===== src/design/dmwbc_pkg.sv =====
`default_nettype none
package dmwbc_pkg;

   localparam int AddrWidth = 18;
   localparam int DataWidth = 32;

   // Access kinds carried by the mode field.
   localparam logic [1:0] ModeRead    = 2'd0;
   localparam logic [1:0] ModeWrite   = 2'd1;
   localparam logic [1:0] ModePreload = 2'd2;

   typedef struct packed {
      logic [1:0]           mode;
      logic [AddrWidth-1:0] address;
      logic [DataWidth-1:0] write_data;
   } req_type;

   typedef struct packed {
      logic [DataWidth-1:0] read_data;
      logic                 hit;
      logic                 wrote_back;
      logic [DataWidth-1:0] hit_count;
      logic [DataWidth-1:0] miss_count;
   } rsp_type;

endpackage
`default_nettype wire


===== src/design/dmwbc_front.sv =====
`default_nettype none
module dmwbc_front (
   input  wire logic                clock,
   input  wire logic                reset,
   input  wire logic                start,
   output logic                     busy,
   input  wire dmwbc_pkg::req_type  req_word,
   output logic                     q_valid,
   output dmwbc_pkg::req_type       q_word,
   input  wire logic                q_pop
);
   import dmwbc_pkg::*;

   // Two-entry queue between the front and the back.
   req_type     slot_ff [2];
   req_type     slot_in [2];
   logic [1:0]  count_ff, count_in;
   logic        push;

   assign busy    = (count_ff == 2'd2);
   assign push    = start && !busy;
   assign q_valid = (count_ff != 2'd0);
   assign q_word  = slot_ff[0];

   always_comb begin
      slot_in  = slot_ff;
      count_in = count_ff;
      if (q_pop && q_valid) begin
         slot_in[0] = slot_ff[1];
         count_in   = count_in - 2'd1;
      end
      if (push) begin
         slot_in[count_in[0]] = req_word;
         count_in             = count_in + 2'd1;
      end
   end

   always_ff @(posedge clock) begin
      slot_ff <= slot_in;
      if (reset) begin
         count_ff <= 2'd0;
      end else begin
         count_ff <= count_in;
      end
   end

endmodule
`default_nettype wire


===== config.mk =====
export PLATFORM = sky130hd
export DESIGN_NAME = dmwbc_front
export DESIGN_NICKNAME = d
export VERILOG_FILES = /design/src/design/dmwbc_pkg.sv /design/src/design/dmwbc_front.sv
export SDC_FILE = /design/constraint.sdc
export NUM_CORES = 1
export LEC_CHECK = 0
export BUFFER_PORTS_ARGS = -buffer_cell sky130_fd_sc_hd__buf_4
export CAP_MARGIN = 20
export CORE_MARGIN = 1.5
export CORE_UTILIZATION = 30
export CTS_CLUSTER_SIZE = 40
export DETAILED_ROUTE_END_ITERATION = 16
export MAX_ROUTING_LAYER = met4
export PLACE_DENSITY_LB_ADDON = 0.1
export SYNTH_ARGS = -nofsm -noshare
export SYNTH_HDL_FRONTEND = slang
export SYNTH_SLANG_ARGS = --single-unit
export TNS_END_PERCENT = 10

===== constraint.sdc =====
create_clock -name clock -period 2.47 [get_ports clock]
set_clock_uncertainty 0.15 [all_clocks]
set_input_delay 0.1235 -clock clock [delete_from_list [all_inputs] [get_ports clock]]
set_output_delay 0.1235 -clock clock [all_outputs]
set_load 0.005 [all_outputs]

[After elaboration in Yosys (flattened, before gate mapping)]
Index checks and enable logic that the tools add are counted.
Word-level totals
  bits in registers: 106
  output and inout bits: 54
  word-level logic and storage cells: 25
Operators by class
  $add $sub $neg: 2
  magnitude comparators: 2
  equality and inequality tests: 1
  multiplexer cells: 7
  bitwise operators: 1
  reductions and logical operators: 5
Operators by type and width (number)
  bitwise mux 104 bit: 1
  2-to-1 mux 104 bit: 1
  2-to-1 mux 52 bit: 2
  demux 52 bit (select 1 bit): 1
  2-to-1 mux 2 bit: 2
  logical AND 1 bit: 3
  adder 2 x 1 -> 2 bit, second input constant: 1
  == test 2 bit, second input constant: 1
  >= comparator 2 bit, second input constant: 1
  less-than comparator 2 x 1 -> 1 bit, second input constant: 1
  inverter 1 -> 2 bit: 1
  nonzero test 2 bit: 1
  subtractor 2 x 1 -> 2 bit, second input constant: 1
  zero test 1 bit: 1

[Longest topological paths before layout]
  word-level depth: 10
  mapped depth: 8

[Least setup slack after synthesis]
No wires, ideal clock.
  kind: register to register
  start point: reg count_ff[0]
  end point: reg (tool-made name)
  setup time: 396 ps
  arrival: 1962 ps
  required time: 1924 ps
  path slack: -38 ps
  stages on the path, launching flop included: 8
  path through: dfxtp_1 inv_2 ha_1 nand2b_4 buf_6 xnor2_4 inv_1 ha_1
RTL lines
  from (decl): line dmwbc_front.sv:17  | logic [1:0] count_ff, count_in;
  from (signal assigned): line dmwbc_front.sv:43  | count_ff <= count_in;

==> impl_results.html <==
<table>
<tr><th>Metric</th><th>Value</th></tr>
<tr><th colspan="2">Outcome</th></tr>
<tr><td>Status</td><td>finished clean</td></tr>
<tr><th colspan="2">Critical path</th></tr>
<tr><td>Sum of buffers and inverters on the critical path</td><td>2</td></tr>
<tr><td>Path length in cells of the critical path</td><td>6</td></tr>
<tr><td>Reg2reg setup slack</td><td>0.30 ns</td></tr>
<tr><td>Largest driver fanout on the critical path</td><td>20</td></tr>
<tr><td>Last element of the critical path</td><td>q_word[24]$_DFF_P_</td></tr>
<tr><td>R2R depth</td><td>6</td></tr>
<tr><td>Crit path launch type</td><td>flip-flop</td></tr>
<tr><td>CP endpoint kind</td><td>flip-flop</td></tr>
<tr><td>Cell family with the largest share of critical-path delay</td><td>multiplexers</td></tr>
<tr><td>Worst setup path class</td><td>flip-flop to flip-flop</td></tr>
<tr><td>Launch point of the critical path</td><td>count_ff[0]$_SDFF_PP0_</td></tr>
<tr><td>FF-to-FF End</td><td>q_word[24]$_DFF_P_</td></tr>
<tr><td>Cell Chain, Critical Path</td><td>inv_2 &gt; ha_1 &gt; nand2b_4 &gt; buf_4 &gt; mux2_2 &gt; mux2_4</td></tr>
<tr><td>Required arrival time at the worst endpoint</td><td>2.56 ns</td></tr>
<tr><td>Worst-path cell with the longest stage delay</td><td>mux2_2</td></tr>
<tr><td>Start of the worst register-to-register path</td><td>count_ff[0]$_SDFF_PP0_</td></tr>
<tr><td>Crit path largest cell delay</td><td>0.38 ns</td></tr>
<tr><td>Worst Path Arrival</td><td>2.26 ns</td></tr>
<tr><th colspan="2">Final layout</th></tr>
<tr><td>Filler cells</td><td>1417</td></tr>
<tr><td>Antenna cells</td><td>0</td></tr>
<tr><td>Layout area overhead</td><td>31.1%</td></tr>
<tr><td>Sequential Area</td><td>2640 um2</td></tr>
<tr><td>Fraction of layout instances using a drive strength above 1</td><td>0.577</td></tr>
<tr><td>Final standard cell count with taps included and fillers excluded</td><td>604</td></tr>
<tr><td>Fin util</td><td>0.402</td></tr>
<tr><td>Net count reported at finish</td><td>470</td></tr>
<tr><td>Most frequent cells in the layout</td><td>buf_4 (117), mux2_2 (54), dfxtp_1 (54)</td></tr>
<tr><td>Most frequent standard cell in the layout excluding fill and tap cells</td><td>buf_4</td></tr>
<tr><td>Footprint of the multi-input gates</td><td>1510 um2</td></tr>
<tr><th colspan="2">Detailed routing</th></tr>
<tr><td>Via density per instance</td><td>4.12</td></tr>
<tr><td>Number of DRC violations after detailed routing</td><td>0</td></tr>
<tr><td>Detail-routed net length per standard cell</td><td>14.2 um</td></tr>
<tr><td>Total via count after detailed routing</td><td>2488</td></tr>
<tr><td>Initial DRT Pass Iterations</td><td>4</td></tr>
<tr><td>Remaining antenna violation count after routing</td><td>0</td></tr>
<tr><td>Starting DRT DRC Count</td><td>46</td></tr>
<tr><td>Routed wire length</td><td>8570 um</td></tr>
<tr><th colspan="2">Die</th></tr>
<tr><td>Initial Util</td><td>0.307</td></tr>
<tr><td>Placeable core area</td><td>15100 um2</td></tr>
<tr><td>Number of rows created at floorplan</td><td>45</td></tr>
<tr><td>Area enclosed by the die boundary</td><td>16200 um2</td></tr>
<tr><td>Number of I/O pins</td><td>110</td></tr>
<tr><td>Die boundary width</td><td>127 um</td></tr>
<tr><td>Die Y</td><td>127 um</td></tr>
<tr><th colspan="2">Synth</th></tr>
<tr><td>Synthesized flop and latch total</td><td>106</td></tr>
<tr><td>Most frequently used flop master after synthesis</td><td>dfxtp_1</td></tr>
<tr><td>Number of warnings reported in the yosys synthesis log</td><td>0</td></tr>
<tr><td>EDFF count, synth</td><td>52</td></tr>
<tr><td>Synth unique cells</td><td>21</td></tr>
<tr><td>Register area share after synthesis</td><td>0.569</td></tr>
<tr><td>Number of instances in the synthesized netlist</td><td>293</td></tr>
<tr><td>Async SR Flop Fraction</td><td>0</td></tr>
<tr><td>Net count after synthesis</td><td>352</td></tr>
<tr><td>Area of the mapped netlist</td><td>4650 um2</td></tr>
<tr><td>Post-synthesis area per instance</td><td>15.9 um2</td></tr>
<tr><th colspan="2">Pwr</th></tr>
<tr><td>Proportion of power drawn by flip-flops and latches</td><td>0.383</td></tr>
<tr><td>Leakage Power</td><td>2.60 nW</td></tr>
<tr><td>Highest ir drop seen on vdd</td><td>0.480 mV</td></tr>
<tr><td>Ratio of total power to cell area</td><td>1240 nW/um2</td></tr>
<tr><td>Switching fraction of total power</td><td>0.274</td></tr>
<tr><td>Cell internal pwr</td><td>5.48 mW</td></tr>
<tr><td>Relative contribution of combinational cells to total power</td><td>0.447</td></tr>
<tr><td>P_sw</td><td>2.07 mW</td></tr>
<tr><td>Clk network pwr share</td><td>0.170</td></tr>
<tr><th colspan="2">Clock network</th></tr>
<tr><td>Clock tree root buffer cell</td><td>clkbuf_16</td></tr>
<tr><td>Htree depth</td><td>3</td></tr>
<tr><td>Clk_lat worst skew</td><td>0.34 ns</td></tr>
<tr><td>Number of buffers on the longest clock path</td><td>2</td></tr>
<tr><td>Post-cts repair resize count</td><td>0</td></tr>
<tr><td>Clock tree from TritonCTS</td><td>done</td></tr>
<tr><td>Buffers inserted by post-CTS timing repair</td><td>0</td></tr>
<tr><td>Total clock buffers created by CTS</td><td>9</td></tr>
<tr><td>CTS clk-pin slew, worst paths</td><td>0.07 ns</td></tr>
<tr><td>Clock Sink Count</td><td>106</td></tr>
<tr><th colspan="2">GRT</th></tr>
<tr><td>Maximum number of pins on one net before global-route repair</td><td>25</td></tr>
<tr><td>Final global-route overflow total</td><td>0</td></tr>
<tr><td>Number of antenna violations at the first check in global routing</td><td>0</td></tr>
<tr><td>Via count of the first global-routing pass</td><td>2579</td></tr>
<tr><td>Total GRT Usage</td><td>0.115</td></tr>
<tr><td>First-pass GRT wire length</td><td>13600 um</td></tr>
<tr><th colspan="2">Timing</th></tr>
<tr><td>Max_slew headroom</td><td>0.660</td></tr>
<tr><td>Total count of hold-check failures in the final report</td><td>0</td></tr>
<tr><td>Final Hold Slack</td><td>0.261 ns</td></tr>
<tr><td>Final worst path period share</td><td>0.880</td></tr>
<tr><td>Shortest period the worst path allows</td><td>2.17 ns</td></tr>
<tr><td>RSZ-0062 raised after global routing</td><td>no</td></tr>
<tr><td>Max-slew violations</td><td>0</td></tr>
<tr><td>Achievable clock frequency</td><td>460 MHz</td></tr>
<tr><td>Slew @ Worst Pin</td><td>0.509 ns</td></tr>
<tr><td>Setup total negative slack</td><td>0 ns</td></tr>
<tr><td>Final number of setup-violating endpoints</td><td>0</td></tr>
<tr><td>Worst Slack Setup Final</td><td>0.297 ns</td></tr>
<tr><th colspan="2">Job</th></tr>
<tr><td>Max-capacitance violation count</td><td>0</td></tr>
<tr><th colspan="2">Place</th></tr>
<tr><td>Final Wtd Congestion</td><td>0.668</td></tr>
<tr><td>Number of I/O port buffers</td><td>109</td></tr>
<tr><td>Worst slack after detailed placement</td><td>0.275 ns</td></tr>
<tr><td>DPL Wire Length</td><td>5690 um</td></tr>
<tr><td>Inst Count DP</td><td>535</td></tr>
<tr><th colspan="2">Worst hold path</th></tr>
<tr><td>Worst hold-check path type</td><td>input port to flip-flop</td></tr>
</table>
worst reg2reg max path: stages (launching register included):
cell	delay, ns
dfxtp_1	0.32
inv_2	0.13
ha_1	0.20
nand2b_4	0.26
buf_4	0.36
mux2_2	0.39
mux2_4	0.25
Yosys cell counts (3+ instances only):
cell       n  area [um2]
edfxtp_1  52        1560
ha_1       3        37.5
mux2_4    50         751
buf_2      5        25.0
buf_6      6        67.6
dfxtp_1   54        1080
buf_4     52         390
mux2_2    54         608
inv_1      3        11.3
nor2b_1    3        18.8
metrics by stage:
stage / cell area, um2 / power (mW)
final: 6090 / 7.55
after detailed placement: 5300 / 6.32
after CTS: 6090 / 7.72
after floorplan: 4650 / 5.70
after global routing: 6090 / 8.06
after global placement: 5300 / 6.27
cell type report:
class                   count  share of cell area
flip-flops and latches    106               0.434
multi-input cells         119               0.248
repair buffers            171               0.235
well taps                 188              0.0386
clock buffers               9              0.0370
clock inverters             7             0.00596
inverters                   4             0.00246
how the worst min path moves through the flow:
stage                     start                     end  slack, ns  depth (start not counted)
after detailed placement  reset  count_ff[1]$_SDFF_PP0_       0.15                          2
after CTS                 start  count_ff[1]$_SDFF_PP0_       0.25                          5
after global placement    reset  count_ff[0]$_SDFF_PP0_       0.15                          2
final                     start  count_ff[1]$_SDFF_PP0_       0.26                          5
after global routing      q_pop      q_word[16]$_DFF_P_       0.28                          4
after floorplan           reset  count_ff[0]$_SDFF_PP0_       0.05                          1
cells by family (layout without fill, tap and decap cells):
family	count (synthesis)	count (layout)	share of synthesized area
and+or+nand+nor	8	8	0.0127
adders and majority gates	3	3	0.00808
DFF	106	106	0.569
buffers and inverters	68	191	0.108
xor gates and xnor gates	2	2	0.00781
AOI/OAI and AO/OA	2	2	0.00269
muxes	104	104	0.292
power by group through the flow:
| stage | Combinational (mW) | Sequential (mW) | Clock [mW] |
|---|---|---|---|
| 2_1_floorplan | 2.87 | 2.83 | 0 |
| 3_3_place_gp | 3.34 | 2.93 | 0 |
| 4_1_cts | 3.45 | 2.91 | 1.36 |
| 6_report | 3.38 | 2.90 | 1.28 |
| 3_5_place_dp | 3.38 | 2.95 | 0 |
| 5_1_grt | 3.66 | 2.97 | 1.42 |
repair_timing:
action                     in CTS  in global routing
hold buffers                   53                  0
hold endpoints to repair      106                  0
setup endpoints to repair       0                  0
metal layers:
| layer | part of all wire | wire length (um) | GRT usage | vias up |
|---|---|---|---|---|
| met1 | 0.45 | 3890 | 0.136 | 1183 |
| met3 | 0.051 | 434 | 0.0343 | 11 |
| li1 | - | - | - | 1226 |
| met4 | 0.020 | 170 | 0.0501 | 0 |
| met2 | 0.48 | 4070 | 0.181 | 68 |
| met5 | 0 | 0 | - | - |
Note: power is estimated with default switching activity, not from simulation.
